$ cat src/rtl/adcss_pkg.sv
// adcss_pkg: shared types, constants and helper functions for the ADC reading
// seven-segment display block. No dependencies; imported by every RTL module.
`timescale 1ns / 1ps
`default_nettype none

package adcss_pkg;

   // Display geometry
   localparam int DIGIT_COUNT = 4;
   localparam int POS_W       = $clog2(DIGIT_COUNT);

   // Field widths
   localparam int SAMPLE_W = 10;
   localparam int TICK_W   = 16;
   localparam int ENABLE_W = 4;
   localparam int SEG_W    = 7;
   localparam int DIGIT_W  = 4;
   localparam int VALUE_W  = 13;

   // Millivolt scaling: mv = sample * 5000 >> 10
   localparam int MV_SHIFT = 10;
   localparam int PROD_W   = SAMPLE_W + VALUE_W;
   localparam logic [PROD_W-1:0] MV_SCALE = PROD_W'(5000);

   // Reset values of the timing registers
   localparam logic [TICK_W-1:0] BLANK_RESET = 16'd1;
   localparam logic [TICK_W-1:0] DWELL_RESET = 16'd500;

   // Register indexes of the configuration port
   localparam int CSR_INDEX_W = 1;
   localparam logic [CSR_INDEX_W-1:0] CSR_BLANK_TICKS = 1'b0;
   localparam logic [CSR_INDEX_W-1:0] CSR_DWELL_TICKS = 1'b1;

   // Fixed patterns shown by the unfinished timer modes, and the thousands digit enable
   localparam logic [ENABLE_W-1:0] ENABLE_TIMER_UP   = 4'b0010;
   localparam logic [ENABLE_W-1:0] ENABLE_TIMER_DOWN = 4'b0001;
   localparam logic [ENABLE_W-1:0] ENABLE_THOUSANDS  = 4'b1000;
   localparam logic [SEG_W-1:0]    SEG_ONE           = 7'h06;

   // Mode code = white_button * 2 + yellow_button
   typedef enum logic [1:0] {
      MODE_VOLTS = 2'd0,
      MODE_RAW   = 2'd1,
      MODE_UP    = 2'd2,
      MODE_DOWN  = 2'd3
   } mode_type;

   // Word held in the input register
   typedef struct packed {
      logic [SAMPLE_W-1:0] sample;
      logic [VALUE_W-1:0]  millivolts;
      mode_type            mode;
   } front_word_type;

   // Timing registers handed to the sequencer
   typedef struct packed {
      logic [TICK_W-1:0] blank_ticks;
      logic [TICK_W-1:0] dwell_ticks;
   } tick_cfg_type;

   // Segments g..a for a decimal digit, bit0 is segment a
   function automatic logic [SEG_W-1:0] seg_code(input logic [DIGIT_W-1:0] digit);
      logic [SEG_W-1:0] code;
      unique case (digit)
         4'd0:    code = 7'h3F;
         4'd1:    code = 7'h06;
         4'd2:    code = 7'h5B;
         4'd3:    code = 7'h4F;
         4'd4:    code = 7'h66;
         4'd5:    code = 7'h6D;
         4'd6:    code = 7'h7D;
         4'd7:    code = 7'h07;
         4'd8:    code = 7'h7F;
         4'd9:    code = 7'h6F;
         default: code = '0;
      endcase
      return code;
   endfunction

   // Largest k in 0..9 with value >= k * scale (parallel compares, full width)
   function automatic logic [DIGIT_W-1:0] lead_digit(input logic [VALUE_W-1:0] value,
                                                     input int unsigned scale);
      logic [DIGIT_W-1:0] digit;
      digit = '0;
      for (int k = 1; k < 10; k++) begin
         if (32'(value) >= k * scale) digit = DIGIT_W'(k);
      end
      return digit;
   endfunction

   // Decimal split, thousands in [15:12] down to units in [3:0]
   function automatic logic [DIGIT_COUNT*DIGIT_W-1:0] split_digits(
      input logic [VALUE_W-1:0] value);
      logic [DIGIT_W-1:0] thou;
      logic [DIGIT_W-1:0] hund;
      logic [DIGIT_W-1:0] tens;
      logic [VALUE_W-1:0] rest;
      thou = lead_digit(value, 1000);
      rest = value - VALUE_W'(thou) * VALUE_W'(1000);
      hund = lead_digit(rest, 100);
      rest = rest - VALUE_W'(hund) * VALUE_W'(100);
      tens = lead_digit(rest, 10);
      rest = rest - VALUE_W'(tens) * VALUE_W'(10);
      return {thou, hund, tens, rest[DIGIT_W-1:0]};
   endfunction

endpackage

`default_nettype wire

$ cat src/rtl/adcss_req_if.sv
// adcss_req_if: valid/ready channel carrying one display tick word
// (converter sample and button levels). Depends on adcss_pkg.
`timescale 1ns / 1ps
`default_nettype none

interface adcss_req_if
   import adcss_pkg::*;
   ();
   logic                valid;
   logic                ready;
   logic [SAMPLE_W-1:0] adc_sample;
   logic                white_button;
   logic                yellow_button;

   modport source (output valid, adc_sample, white_button, yellow_button, input ready);
   modport sink   (input valid, adc_sample, white_button, yellow_button, output ready);
endinterface

`default_nettype wire

$ cat src/rtl/adcss_rsp_if.sv
// adcss_rsp_if: valid/ready channel carrying one display drive word
// (digit enables and segment code). Depends on adcss_pkg.
`timescale 1ns / 1ps
`default_nettype none

interface adcss_rsp_if
   import adcss_pkg::*;
   ();
   logic                valid;
   logic                ready;
   logic [ENABLE_W-1:0] digit_enable;
   logic [SEG_W-1:0]    segment_code;

   modport source (output valid, digit_enable, segment_code, input ready);
   modport sink   (input valid, digit_enable, segment_code, output ready);
endinterface

`default_nettype wire

$ cat src/rtl/adcss_front.sv
// adcss_front: input register stage; scales the sample to millivolts and
// encodes the button mode. Depends on adcss_pkg and adcss_req_if.
`timescale 1ns / 1ps
`default_nettype none

module adcss_front
   import adcss_pkg::*;
   (
   input  wire logic           clock,
   input  wire logic           reset,
   adcss_req_if.sink           req_bus,
   output logic                s1_valid,
   input  wire logic           s1_ready,
   output front_word_type      s1_word
   );

   logic           valid_ff;
   front_word_type word_ff;
   front_word_type word_in;
   logic [PROD_W-1:0] product;
   logic           req_fire;

   // Stage takes a word when empty or when it is moving on
   assign req_bus.ready = !valid_ff || s1_ready;
   assign req_fire      = req_bus.valid && req_bus.ready;

   // Millivolts = sample * 5000 >> 10, exact truncation
   always_comb begin
      product            = PROD_W'(req_bus.adc_sample) * MV_SCALE;
      word_in.sample     = req_bus.adc_sample;
      word_in.millivolts = product[MV_SHIFT +: VALUE_W];
      word_in.mode       = mode_type'({req_bus.white_button, req_bus.yellow_button});
   end

   always_ff @(posedge clock) begin
      if (reset) begin
         valid_ff <= 1'b0;
      end else if (req_fire) begin
         valid_ff <= 1'b1;
      end else if (s1_ready) begin
         valid_ff <= 1'b0;
      end
   end

   always_ff @(posedge clock) begin
      if (req_fire) begin
         word_ff <= word_in;
      end
   end

   assign s1_valid = valid_ff;
   assign s1_word  = word_ff;

   // A held word must not change while the sequencer is stalled
   a_hold_stalled: assert property (@(posedge clock) disable iff (reset)
      (!$past(reset) && $past(valid_ff) && !$past(s1_ready)) |->
         (valid_ff && word_ff == $past(word_ff)))
      else $error("input stage word changed while stalled");

endmodule

`default_nettype wire

$ cat src/rtl/adcss_mux.sv
// adcss_mux: frame capture, digit split, blank/dwell sequencing and the
// result register. Depends on adcss_pkg and adcss_rsp_if.
`timescale 1ns / 1ps
`default_nettype none

module adcss_mux
   import adcss_pkg::*;
   (
   input  wire logic           clock,
   input  wire logic           reset,
   input  wire logic           s1_valid,
   output logic                s1_ready,
   input  wire front_word_type s1_word,
   input  wire tick_cfg_type   tick_cfg,
   adcss_rsp_if.source         rsp_bus
   );

   // Sequencer state
   logic [POS_W-1:0]   pos_ff,   pos_in;
   logic               blank_ff, blank_in;
   logic [TICK_W-1:0]  count_ff, count_in;
   mode_type           mode_ff,  mode_in;
   logic [DIGIT_W-1:0] digits_ff [DIGIT_COUNT];
   logic [DIGIT_COUNT*DIGIT_W-1:0] split_in;

   // Result register
   logic                rsp_valid_ff;
   logic [ENABLE_W-1:0] enable_ff, enable_in;
   logic [SEG_W-1:0]    segment_ff, segment_in;

   logic              fire;
   logic              frame_start;
   logic              capture;
   logic [TICK_W-1:0] limit;
   logic [TICK_W:0]   count_next;

   assign s1_ready = !rsp_valid_ff || rsp_bus.ready;
   assign fire     = s1_valid && s1_ready;

   assign frame_start = (pos_ff == '0) && blank_ff && (count_ff == '0);
   assign capture     = fire && frame_start;

   // Value chosen for this frame, split into decimal digits
   always_comb begin
      if (s1_word.mode == MODE_VOLTS) begin
         split_in = split_digits(s1_word.millivolts);
      end else begin
         split_in = split_digits(VALUE_W'(s1_word.sample));
      end
   end

   // One tick: drive word and next sequencer state
   always_comb begin
      mode_in    = frame_start ? s1_word.mode : mode_ff;
      pos_in     = pos_ff;
      blank_in   = blank_ff;
      count_in   = count_ff;
      limit      = blank_ff ? tick_cfg.blank_ticks : tick_cfg.dwell_ticks;
      count_next = {1'b0, count_ff} + 1'b1;
      if (mode_in == MODE_UP || mode_in == MODE_DOWN) begin
         // timer modes: fixed '1', frame does not advance
         enable_in  = (mode_in == MODE_UP) ? ENABLE_TIMER_UP : ENABLE_TIMER_DOWN;
         segment_in = SEG_ONE;
      end else begin
         if (blank_ff) begin
            enable_in  = '0;
            segment_in = '0;
         end else begin
            enable_in  = ENABLE_THOUSANDS >> pos_ff;
            segment_in = seg_code(digits_ff[pos_ff]);
         end
         // a zero limit or a wrapped count ends the phase, as does a lowered limit
         if (count_next >= {1'b0, limit}) begin
            count_in = '0;
            blank_in = !blank_ff;
            if (!blank_ff) pos_in = pos_ff + 1'b1;
         end else begin
            count_in = count_next[TICK_W-1:0];
         end
      end
   end

   always_ff @(posedge clock) begin
      if (reset) begin
         pos_ff       <= '0;
         blank_ff     <= 1'b1;
         count_ff     <= '0;
         mode_ff      <= MODE_VOLTS;
         rsp_valid_ff <= 1'b0;
         for (int i = 0; i < DIGIT_COUNT; i++) digits_ff[i] <= '0;
      end else begin
         if (fire) begin
            pos_ff   <= pos_in;
            blank_ff <= blank_in;
            count_ff <= count_in;
            mode_ff  <= mode_in;
         end
         if (capture && (s1_word.mode == MODE_VOLTS || s1_word.mode == MODE_RAW)) begin
            for (int i = 0; i < DIGIT_COUNT; i++) begin
               digits_ff[i] <= split_in[(DIGIT_COUNT-1-i)*DIGIT_W +: DIGIT_W];
            end
         end
         if (fire) begin
            rsp_valid_ff <= 1'b1;
         end else if (rsp_bus.ready) begin
            rsp_valid_ff <= 1'b0;
         end
      end
   end

   // Result payload
   always_ff @(posedge clock) begin
      if (fire) begin
         enable_ff  <= enable_in;
         segment_ff <= segment_in;
      end
   end

   assign rsp_bus.valid        = rsp_valid_ff;
   assign rsp_bus.digit_enable = enable_ff;
   assign rsp_bus.segment_code = segment_ff;

   // At most one digit lit at a time
   a_enable_onehot: assert property (@(posedge clock) disable iff (reset)
      rsp_valid_ff |-> $onehot0(enable_ff))
      else $error("more than one digit enabled");

   // Blanked word carries no segments
   a_blank_dark: assert property (@(posedge clock) disable iff (reset)
      (rsp_valid_ff && enable_ff == '0) |-> (segment_ff == '0))
      else $error("segments lit while all digits blanked");

   // Timer modes park the sequencer at frame start
   a_timer_parked: assert property (@(posedge clock) disable iff (reset)
      (mode_ff == MODE_UP || mode_ff == MODE_DOWN) |-> frame_start)
      else $error("timer mode away from frame start");

endmodule

`default_nettype wire

$ cat src/rtl/adc_reading_to_multiplexed_seven_segment.sv
// An accepted word goes from req_bus through the input and result registers to rsp_bus.
// Throughput: one tick word per cycle while rsp_bus is ready; each register holds a word.
// Display sequence (blank, then dwell, per digit): one step per accepted word in volts/raw.
// Reset (synchronous, active high) empties both stages, sets blanking before the thousands
// digit, clears the digits, selects volts mode, blank_ticks = 1 and dwell_ticks = 500.
// Depends on adcss_pkg, adcss_req_if, adcss_rsp_if, adcss_front and adcss_mux.
`timescale 1ns / 1ps
`default_nettype none

module adc_reading_to_multiplexed_seven_segment
   import adcss_pkg::*;
   (
   input  wire logic                   clock,
   input  wire logic                   reset,
   adcss_req_if.sink                   req_bus,
   adcss_rsp_if.source                 rsp_bus,
   input  wire logic                   csr_write_enable,
   input  wire logic [CSR_INDEX_W-1:0] csr_index,
   input  wire logic [TICK_W-1:0]      csr_write_data
   );

   logic [TICK_W-1:0] blank_ticks_ff;
   logic [TICK_W-1:0] dwell_ticks_ff;
   tick_cfg_type      tick_cfg;
   logic              s1_valid;
   logic              s1_ready;
   front_word_type    s1_word;

   // Timing registers
   always_ff @(posedge clock) begin
      if (reset) begin
         blank_ticks_ff <= BLANK_RESET;
         dwell_ticks_ff <= DWELL_RESET;
      end else if (csr_write_enable) begin
         unique case (csr_index)
            CSR_BLANK_TICKS: blank_ticks_ff <= csr_write_data;
            CSR_DWELL_TICKS: dwell_ticks_ff <= csr_write_data;
            default: ;
         endcase
      end
   end

   assign tick_cfg.blank_ticks = blank_ticks_ff;
   assign tick_cfg.dwell_ticks = dwell_ticks_ff;

   adcss_front u_front (
      .clock    (clock),
      .reset    (reset),
      .req_bus  (req_bus),
      .s1_valid (s1_valid),
      .s1_ready (s1_ready),
      .s1_word  (s1_word)
   );

   adcss_mux u_mux (
      .clock    (clock),
      .reset    (reset),
      .s1_valid (s1_valid),
      .s1_ready (s1_ready),
      .s1_word  (s1_word),
      .tick_cfg (tick_cfg),
      .rsp_bus  (rsp_bus)
   );

endmodule

`default_nettype wire

$ cat src/flat_wrapper.sv
// flat-port wrapper written by rule: the top's interface ports become plain ports
module adc_reading_to_multiplexed_seven_segment_flat import adcss_pkg::*;
  (clock, reset, csr_write_enable, csr_index, csr_write_data, req_bus_valid, req_bus_adc_sample, req_bus_white_button, req_bus_yellow_button, req_bus_ready, rsp_bus_valid, rsp_bus_digit_enable, rsp_bus_segment_code, rsp_bus_ready);
  adcss_req_if req_bus_i ();
  adcss_rsp_if rsp_bus_i ();
  input  wire logic clock;
  input  wire logic reset;
  input  wire logic csr_write_enable;
  input  wire logic [CSR_INDEX_W-1:0] csr_index;
  input  wire logic [TICK_W-1:0] csr_write_data;
  input wire logic [$bits(req_bus_i.valid)-1:0] req_bus_valid;
  input wire logic [$bits(req_bus_i.adc_sample)-1:0] req_bus_adc_sample;
  input wire logic [$bits(req_bus_i.white_button)-1:0] req_bus_white_button;
  input wire logic [$bits(req_bus_i.yellow_button)-1:0] req_bus_yellow_button;
  output wire logic [$bits(req_bus_i.ready)-1:0] req_bus_ready;
  output wire logic [$bits(rsp_bus_i.valid)-1:0] rsp_bus_valid;
  output wire logic [$bits(rsp_bus_i.digit_enable)-1:0] rsp_bus_digit_enable;
  output wire logic [$bits(rsp_bus_i.segment_code)-1:0] rsp_bus_segment_code;
  input wire logic [$bits(rsp_bus_i.ready)-1:0] rsp_bus_ready;
  assign req_bus_i.valid = req_bus_valid;
  assign req_bus_i.adc_sample = req_bus_adc_sample;
  assign req_bus_i.white_button = req_bus_white_button;
  assign req_bus_i.yellow_button = req_bus_yellow_button;
  assign req_bus_ready = req_bus_i.ready;
  assign rsp_bus_valid = rsp_bus_i.valid;
  assign rsp_bus_digit_enable = rsp_bus_i.digit_enable;
  assign rsp_bus_segment_code = rsp_bus_i.segment_code;
  assign rsp_bus_i.ready = rsp_bus_ready;
  adc_reading_to_multiplexed_seven_segment u_core (.clock(clock), .reset(reset), .req_bus(req_bus_i), .rsp_bus(rsp_bus_i), .csr_write_enable(csr_write_enable), .csr_index(csr_index), .csr_write_data(csr_write_data));
endmodule
$ cat config.mk
export PLATFORM = sky130hd
export DESIGN_NAME = adc_reading_to_multiplexed_seven_segment_flat
export DESIGN_NICKNAME = d
export VERILOG_FILES = /design/src/rtl/adcss_pkg.sv /design/src/rtl/adcss_req_if.sv /design/src/rtl/adcss_rsp_if.sv /design/src/rtl/adcss_front.sv /design/src/rtl/adcss_mux.sv /design/src/rtl/adc_reading_to_multiplexed_seven_segment.sv /design/src/flat_wrapper.sv
export SDC_FILE = /design/constraint.sdc
export NUM_CORES = 1
export LEC_CHECK = 0
export CELL_PAD_IN_SITES_DETAIL_PLACEMENT = 2
export CELL_PAD_IN_SITES_GLOBAL_PLACEMENT = 2
export CORE_ASPECT_RATIO = 0.5
export CORE_UTILIZATION = 41
export DETAILED_ROUTE_END_ITERATION = 10
export DONT_BUFFER_PORTS = 1
export PLACE_DENSITY = 0.91
export SYNTH_ARGS = -nofsm -noshare
export SYNTH_HDL_FRONTEND = slang
export SYNTH_SLANG_ARGS = --single-unit
$ cat constraint.sdc
create_clock -name clock -period 11.7 [get_ports clock]
set_input_delay 1.17 -clock clock [delete_from_list [all_inputs] [get_ports clock]]
set_output_delay 1.17 -clock clock [all_outputs]
set_load 0.02 [all_outputs]
==> run_results.csv, run 1 <==
group,metric,value,unit
run_status,outcome,"finished clean",
clocking,ctsResizeCount,0,
worst_setup_path,worst_setup_path_start_kind,"flip-flop",
floorplan,ioPinCount,47,
route,initialDrtViolationCount,390,
worst_setup_path,reg2reg_depth,36,
clocking,cts.sinks,109,
worst_setup_path,worstSetupStartpoint,"u_core.u_front.s1_word[7]$_DFFE_PP_",
worst_setup_path,cpMostUsedCell,"ha_1",
timing,rsz0062_at_grt,"no",
timing,max_slew.worst_pin.slew,1250,ps
hold_path,min_path_type,"flip-flop to flip-flop",
clocking,cts_buffer_depth,2,
worst_setup_path,r2r-end,"u_core.u_mux.digits_ff[3][3]$_SDFFCE_PN0P_",
timing,slew_violations,0,
cells_and_area,final_util,45.1,%
placement,place_ws,1280,ps
worst_setup_path,endpoint,"u_core.u_mux.digits_ff[3][3]$_SDFFCE_PN0P_",
floorplan,placementRows,39,
clocking,cts_max_level,3,
route,num_vias,8602,
cells_and_area,nets,1337,
route,post_drt_via_cell_ratio,5.94,
worst_setup_path,cp_max_fo,7,
cells_and_area,area_growth,5.52,%
grt,grtUsageTotal,27.6,%
grt,first_global_vias,9972,
job,drv_cap,0,
timing,clock-skew-final,12.9,ps
timing,final-hold-violation-count,0,
clocking,cts-root-buf,"clkbuf_16",
floorplan,die_w,223,um
synth,synth_edf_count,52,
worst_setup_path,slowest_stage,"or4_4",
grt,grt_pass1_wl,53.8,mm
synth,seq_area_frac_synth,27.0,%
cells_and_area,fillers,2574,
cells_and_area,drive_gt1_share,4.48,%
timing,setup_slack,1040,ps
worst_setup_path,crit_required,11820,ps
synth,synth_ff_type,"dfxtp_1",
synth,synthArstFlopShare,0,%
synth,yosys_warnings,0,
clocking,cts.clk_slew.worst_paths,90,ps
timing,min_period,10660,ps
worst_setup_path,r2r_setup_slack,1040,ps
route,wl_per_cell,23.0,um
grt,grtUsageMet2,52.0,%
grt,use_met1,29.9,%
worst_setup_path,end_kind,"flip-flop",
synth,synth_seq_cells,109,
placement,hpwl,26.4,mm
synth,synth.distinct_cells,82,
floorplan,start_util,42.8,%
clocking,cts_made_buffers,9,
hold_path,whs_path_depth,2,
grt,antenna_found_initial,1,
worst_setup_path,max_stage_delay,630,ps
synth,syn_avg_cell_area,8.61,um^2
grt,grt_overflow,0,
floorplan,die_h,112,um
floorplan,core_area,23400,um^2
worst_setup_path,r2r-start,"u_core.u_front.s1_word[7]$_DFFE_PP_",
clocking,clk_latency,390,ps
timing,finalCritPeriodShare,91.1,%
floorplan,die_area,25000,um^2
timing,setup_viol,0,
timing,slew_headroom,16.4,%
cells_and_area,fin_cells,1447,
timing,fin_setup_tns,0,ps
worst_setup_path,critical_path_arrival,10790,ps
grt,grt_max_degree,58,
clocking,cts_tree,"done",
route,drt-total-wl,33.3,mm
synth,syn-num-nets,1364,
route,drt.antenna.violating_nets,0,
grt,busiest_layer,"met2",
placement,gp_congestion,0.876,
route,drtPass1Iterations,5,
clocking,post_cts_buffers,0,
grt,grt_use_met3,5.65,%
timing,clock.fmax,0.0938,GHz
clocking,hold_buffers,0,
worst_setup_path,critPathKind,"flip-flop to flip-flop",
synth,syn_inst,1161,
placement,numPlacedInstances,1430,
synth,synth_area,10000,um^2
route,drc,0,
placement,port_buffers,0,
-- layout by cell type, fill, tap and decap left out, drive strengths merged, types with 6 or more instances in the layout --
master / count
xor2: 22
nor4: 8
mux2i: 27
o211ai: 8
nor2: 92
nand2b: 7
and2: 9
a211o: 6
a211oi: 7
inv: 107
or2: 7
a31oi: 7
dfxtp: 57
fa: 27
o21ai: 69
or3: 7
mux2: 6
o21a: 10
ha: 142
nand3: 19
a21oi: 104
clkbuf: 9
edfxtp: 52
nand3b: 17
nand2: 126
nor3: 19
or4: 7
nor2b: 19
and3: 20
nand4: 9
xnor2: 39
-- synthesized netlist by cell type (8+ instances only) --
master    count  area (um^2)
a21oi_1     103          515
and2_1        8         50.1
and3_1       20          125
clkbuf_1     38          143
dfxtp_1      57         1140
edfxtp_1     52         1560
fa_1         27          541
ha_1        142         1780
inv_1       102          383
mux2i_1      27          270
nand2_1     126          473
nand3_1      18         90.1
nand3b_1     17          128
nand4_1       9         56.3
nor2_1       90          338
nor2b_1      19          119
nor3_1       19         95.1
o211ai_1      8         60.1
o21a_1       10         75.1
o21ai_0      60          300
o21ai_1       8         40.0
xnor2_1      38          333
xor2_1       22          193
-- layout make-up --
| class | instances | area, um^2 | area share [%] |
|---|---|---|---|
| sequential | 109 | 2700 | 25.6 |
| clock inverter | 7 | 77.6 | 0.735 |
| antenna | 1 | 2.50 | 0.0237 |
| timing repair buffer | 5 | 37.5 | 0.356 |
| clock buffer | 9 | 225 | 2.13 |
| inverter | 103 | 387 | 3.67 |
| multi-input combinational | 906 | 6730 | 63.8 |
| tap | 307 | 384 | 3.64 |
-- worst min-delay path by stage --
stage,startpoint,slack [ps],end
6_report,u_core.blank_ticks_ff[5]$_SDFFE_PP0P_,460,u_core.blank_ticks_ff[5]$_SDFFE_PP0P_
3_5_place_dp,u_core.blank_ticks_ff[5]$_SDFFE_PP0P_,440,u_core.blank_ticks_ff[5]$_SDFFE_PP0P_
3_3_place_gp,u_core.dwell_ticks_ff[14]$_SDFFE_PP0P_,440,u_core.dwell_ticks_ff[14]$_SDFFE_PP0P_
5_1_grt,u_core.blank_ticks_ff[11]$_SDFFE_PP0P_,480,u_core.blank_ticks_ff[11]$_SDFFE_PP0P_
4_1_cts,u_core.blank_ticks_ff[5]$_SDFFE_PP0P_,460,u_core.blank_ticks_ff[5]$_SDFFE_PP0P_
2_1_floorplan,u_core.blank_ticks_ff[0]$_SDFFE_PP1P_,430,u_core.blank_ticks_ff[0]$_SDFFE_PP1P_
-- layer usage --
layer | up-vias | wire length (um)
met4 | 0 | 1240
met3 | 74 | 1120
li1 | 4042 | -
met2 | 138 | 17500
met1 | 4348 | 13400
met5 | - | 0
-- worst max-delay path, delay by kind of cell, from the launching register on --
kind                       cells  cell delay, ps
buffers and inverters          2             210
and+or+nand+nor               10            2500
DFF                            1             520
adders and majority gates     10            3530
AOI/OAI and AO/OA             11            3030
xor gates and xnor gates       3             590
-- cells by family after synthesis --
logic type | count (synthesis) | share of synthesized area (%)
flops | 109 | 27.0
fa+ha+maj | 171 | 23.4
mux | 36 | 4.05
xor+xnor | 61 | 5.42
buf+inv | 146 | 5.62
simple gates | 374 | 18.2
compound gates | 264 | 16.3
-- registers in the layout, indices dropped and copies added (netlist names), named ones only --
register,cells
u_core.dwell_ticks_ff,16
u_core.u_mux.rsp_bus.valid,1
u_core.u_mux.rsp_bus.digit_enable,4
u_core.u_mux.digits_ff,16
u_core.u_front.s1_valid,1
u_core.u_mux.pos_ff,2
u_core.u_mux.rsp_bus.segment_code,7
u_core.u_front.s1_word,25
u_core.u_mux.mode_ff,2
u_core.u_mux.blank_ff,1
u_core.blank_ticks_ff,16
u_core.u_mux.count_ff,16
-- metrics by stage --
stage | area, um^2 | hold WS, ps
after floorplan | 10000 | 432
after global placement | 10200 | 435
after detailed placement | 10200 | 445
after CTS | 10500 | 456
after global routing | 10500 | 483
final | 10500 | 455
Power of run 1 is not shown: default switching activity piles up to over one toggle a cycle in this logic, so the estimate is an artifact.
==> inputs of run 2 (changes only) <==
ABC_AREA = 1   (was unset)
CORE_UTILIZATION = 39   (was 41)
PLACE_DENSITY = 0.9   (was 0.91)
==> run_results.csv, run 2 <==
group,metric,value,unit
worst_setup_path,worst_setup_path_start_kind,"flip-flop",
worst_setup_path,end_kind,"flip-flop",
synth,syn_avg_cell_area,7.68,um^2
floorplan,placementRows,40,
synth,synth_ff_type,"dfxtp_1",
timing,max_slew.worst_pin.slew,987,ps
clocking,cts_made_buffers,9,
worst_setup_path,cp_max_fo,5,
grt,grt_pass1_wl,54.4,mm
cells_and_area,final_common_cell,"nand2_1",
worst_setup_path,critPathKind,"flip-flop to flip-flop",
floorplan,die_h,115,um
timing,clock-skew-final,11.7,ps
timing,setup_viol,0,
synth,synth_top_cells_by_count,"236 x nand2_1, 207 x inv_1, 142 x ha_1",
timing,clock.fmax,0.0989,GHz
timing,fin_setup_tns,0,ps
route,initialDrtViolationCount,359,
worst_setup_path,crit_required,11840,ps
placement,port_buffers,0,
synth,syn_inst,1299,
job,drv_cap,0,
worst_setup_path,critical_path_arrival,10250,ps
cells_and_area,antenna_cells,0,
cells_and_area,fin_cells,1637,
grt,grt_overflow,0,
worst_setup_path,worstSetupStartpoint,"u_core.u_front.s1_word[10]$_DFFE_PP_",
grt,grt_max_degree,38,
synth,synth_area_leader_cell,"ha_1",
clocking,cts.sinks,109,
synth,synth.distinct_cells,54,
placement,hpwl,26.8,mm
route,post_drt_via_cell_ratio,5.52,
route,wl_per_cell,20.6,um
grt,grtUsageTotal,26.3,%
timing,min_period,10110,ps
synth,synth_seq_cells,109,
clocking,post_cts_buffers,0,
floorplan,die_w,228,um
synth,seq_area_frac_synth,27.1,%
timing,hold_ws,473,ps
cells_and_area,area_growth,6.79,%
grt,antenna_found_initial,0,
synth,synthArstFlopShare,0,%
route,drt-total-wl,33.7,mm
floorplan,die_area,26200,um^2
cells_and_area,largest_reg_flops,25,
timing,slew_violations,0,
synth,netlist.area_leader.share,17.8,%
synth,syn-num-nets,1502,
route,num_vias,9044,
clocking,cts_max_level,3,
clocking,hold_buffers,0,
route,drc,0,
route,drtPass1Iterations,5,
cells_and_area,nets,1499,
synth,synth_area,9970,um^2
synth,yosys_warnings,0,
floorplan,core_area,24500,um^2
synth,synth.most_common_cell,"nand2_1",
route,drt.antenna.violating_nets,0,
worst_setup_path,max_stage_delay,500,ps
cells_and_area,drive_gt1_share,4.77,%
clocking,clk_latency,380,ps
clocking,cts_tree,"done",
run_status,outcome,"finished clean",
floorplan,ioPinCount,47,
placement,gp_congestion,0.844,
clocking,cts_buffer_depth,2,
cells_and_area,layout_common_cells,"236 x nand2_1, 207 x inv_1, 142 x ha_1",
grt,first_global_vias,10459,
clocking,ctsResizeCount,0,
clocking,cts.clk_slew.worst_paths,80,ps
synth,synth_area_leaders,"ha_1 18%, edfxtp_1 16%, dfxtp_1 11%",
worst_setup_path,slowest_stage,"fa_1",
worst_setup_path,r2r-start,"u_core.u_front.s1_word[10]$_DFFE_PP_",
floorplan,start_util,40.7,%
timing,rsz0062_at_grt,"no",
clocking,cts-root-buf,"clkbuf_16",
hold_path,min_path_type,"flip-flop to flip-flop",
worst_setup_path,cpMostUsedCell,"nand2_1",
hold_path,min-delay-start,"u_core.blank_ticks_ff[0]$_SDFFE_PP1P_",
timing,slew_headroom,33.8,%
timing,final-hold-violation-count,0,
synth,synth_edf_count,52,
timing,finalCritPeriodShare,86.4,%
placement,numPlacedInstances,1621,
## run 2: changes by cell type after synthesis, moves of 15 or more
cell / before / now
nand2_1: 126 / 236
inv_1: 102 / 207
nand3_1: 18 / 61
nor2_1: 90 / 130
xnor2_1: 38 / 13
clkbuf_1: 38 / 14
xor2_1: 22 / 46
and3_1: 20 / 0
nor2b_1: 19 / 0
a21oi_1: 103 / 88
## run 2: area by class of cell
class	instances	area, um^2
Timing Repair Buffer	3	22.5
Fill cell	2825	13900
Tap cell	336	420
Multi-Input combinational cell	955	6380
Sequential cell	109	2700
Clock buffer	11	254
Clock inverter	5	51.3
Inverter	218	818
## run 2: stage by stage
step           instance area (um^2)  worst slack, ps  util, %
4_1_cts                       10600             1590     43.4
3_5_place_dp                  10300             1640     42.2
5_1_grt                       10600              778     43.4
6_report                      10600             1590     43.4
3_3_place_gp                  10300             2540     42.2
2_1_floorplan                  9970             3140        -
## run 2: logic make-up (layout without fill, tap and decap cells)
logic type      after synthesis  after routing  share of synthesized area (%)
simple gates                502            502                           21.8
buf+inv                     235            237                           8.92
compound gates              209            209                           12.1
fa+ha+maj                   169            169                           23.2
flops                       109            109                           27.1
xor+xnor                     60             60                           5.35
mux                          15             15                           1.51
## run 2: path summary, 6_finish.rpt
check                                                                  end  depth (start not counted)  slack, ps
worst max-delay path            u_core.u_mux.digits_ff[3][3]$_SDFFCE_PN0P_                         66       1590
worst min-delay path                 u_core.blank_ticks_ff[0]$_SDFFE_PP1P_                          2        470
worst max register to register  u_core.u_mux.digits_ff[3][3]$_SDFFCE_PN0P_                         66       1590
worst min register to register       u_core.blank_ticks_ff[0]$_SDFFE_PP1P_                          2        470
## run 2: worst max-delay path: cells and delay by family, from the launching register on
family                   cells  cell delay (ps)
AO/OA/AOI/OAI                7             1090
flip-flops                   1              430
buffers and inverters        4              430
AND/OR/NAND/NOR             42             4070
adder cells (fa/ha/maj)     10             3310
XOR/XNOR                     3              530
## run 2: metal layers
metal | track usage, % | share of wire (%) | up-vias
met4 | 9.75 | 3.0 | 0
met5 | 0 | 0 | -
met3 | 4.81 | 2.8 | 75
li1 | - | - | 4297
met2 | 51.9 | 53 | 145
met1 | 28.4 | 41 | 4527
Power of run 2 is left out for the same reason.
==> inputs of run 3 (changes only) <==
CELL_PAD_IN_SITES_DETAIL_PLACEMENT = 0   (was 2)
CELL_PAD_IN_SITES_GLOBAL_PLACEMENT = 1   (was 2)
CORE_UTILIZATION = 49   (was 39)
PLACE_DENSITY = 0.91   (was 0.9)
==> run_results.csv, run 3 (synthesis gave the netlist of run 2 again) <==
group,metric,value,unit
timing,fin_setup_tns,0,ps
timing,clock.fmax,0.105,GHz
route,drt.antenna.violating_nets,0,
grt,first_global_vias,7863,
job,drv_cap,0,
cells_and_area,area_growth,5.55,%
cells_and_area,drive_gt1_share,4.62,%
route,drc,0,
floorplan,placementRows,36,
clocking,post_cts_buffers,0,
cells_and_area,nets,1498,
floorplan,core_area,19700,um^2
timing,rsz0062_at_grt,"no",
clocking,ctsResizeCount,0,
timing,max_slew.worst_pin.slew,1180,ps
route,drtPass1Iterations,5,
floorplan,die_h,103,um
route,drt-total-wl,22.0,mm
timing,final-hold-violation-count,0,
timing,setup_viol,0,
clocking,cts-root-buf,"clkbuf_16",
timing,min_period,9530,ps
cells_and_area,layout_common_cells,"236 x nand2_1, 207 x inv_1, 142 x ha_1",
grt,antenna_found_initial,0,
clocking,clk_latency,370,ps
timing,slew_headroom,21.2,%
clocking,cts_buffer_depth,2,
hold_path,min_path_type,"flip-flop to flip-flop",
clocking,cts.clk_slew.worst_paths,80,ps
grt,grt_max_degree,38,
worst_setup_path,cpMostUsedCell,"nand2_1",
route,num_vias,8261,
grt,grt_overflow,0,
floorplan,ioPinCount,47,
worst_setup_path,end_kind,"flip-flop",
placement,port_buffers,0,
worst_setup_path,cp_max_fo,7,
worst_setup_path,cp_num_buf_inv,6,
worst_setup_path,cpLargestDelayFamily,"simple AND/OR/NAND/NOR gates",
route,initialDrtViolationCount,514,
placement,hpwl,17.5,mm
worst_setup_path,worst_setup_path_start_kind,"flip-flop",
placement,gp_congestion,0.869,
worst_setup_path,max_stage_delay,530,ps
cells_and_area,final_common_cell,"nand2_1",
clocking,cts_max_level,3,
floorplan,die_area,21000,um^2
clocking,cts_made_buffers,9,
worst_setup_path,crit_required,11830,ps
worst_setup_path,critical_path_arrival,9660,ps
route,post_drt_via_cell_ratio,5.27,
run_status,outcome,"finished clean",
clocking,cts_tree,"done",
timing,slew_violations,0,
timing,clock-skew-final,14.1,ps
clocking,hold_buffers,0,
timing,finalCritPeriodShare,81.5,%
worst_setup_path,slowest_stage,"edfxtp_1",
floorplan,die_w,204,um
worst_setup_path,critPathKind,"flip-flop to flip-flop",
grt,grtUsageTotal,21.8,%
floorplan,start_util,50.7,%
route,wl_per_cell,14.0,um
cells_and_area,largest_reg_flops,25,
clocking,cts.sinks,109,
grt,grt_pass1_wl,36.4,mm
==> run 3: layout make-up <==
type / count / area [um^2]
flip-flops and latches: 109 / 2700
diodes: 1 / 2.50
multi-input cells: 955 / 6380
repair buffers: 2 / 15.0
fillers: 1880 / 9160
clock inverters: 5 / 41.3
clock buffers: 11 / 233
well taps: 266 / 333
inverters: 218 / 818
==> run 3: routing by layer <==
layer / vias to the layer above / global-route usage [%] / routed length [um]
met2: 130 / 38.7 / 10300
met3: 19 / 4.39 / 971
met5: - / 0 / 0
met1: 3816 / 27.5 / 10400
li1: 4296 / - / -
met4: 0 / 5.32 / 243
==> run 3: worst paths after layout <==
check / end / slack (ps) / start / cells past startpoint
setup / recovery: u_core.u_mux.digits_ff[3][3]$_SDFFCE_PN0P_ / 2170 / u_core.u_front.s1_word[12]$_DFFE_PP_ / 67
hold / removal: u_core.u_mux.mode_ff[1]$_SDFFE_PP0P_ / 460 / u_core.u_mux.mode_ff[1]$_SDFFE_PP0P_ / 2
setup reg to reg: u_core.u_mux.digits_ff[3][3]$_SDFFCE_PN0P_ / 2170 / u_core.u_front.s1_word[12]$_DFFE_PP_ / 67
hold reg to reg: u_core.u_mux.mode_ff[1]$_SDFFE_PP0P_ / 460 / u_core.u_mux.mode_ff[1]$_SDFFE_PP0P_ / 2
==> run 3: tightest hold or removal path, stage by stage (launching register included) <==
cell and delay [ps]:
dfxtp_1 300, inv_1 60, a21oi_1 60
==> run 3: stage by stage <==
stage                     cell area (um^2)  worst slack [ps]  utilization (%)  hold slack [ps]  std cells
after floorplan                       9970              3140                -              429       1299
after global placement               10200              2530             52.1              442       1550
after detailed placement             10200              2280             52.1              451       1550
after CTS                            10500              2230             53.5              463       1566
after global routing                 10500              1120             53.5              478       1566
final                                10500              2170             53.5              460       1567
Power of run 3 is left out for the same reason.
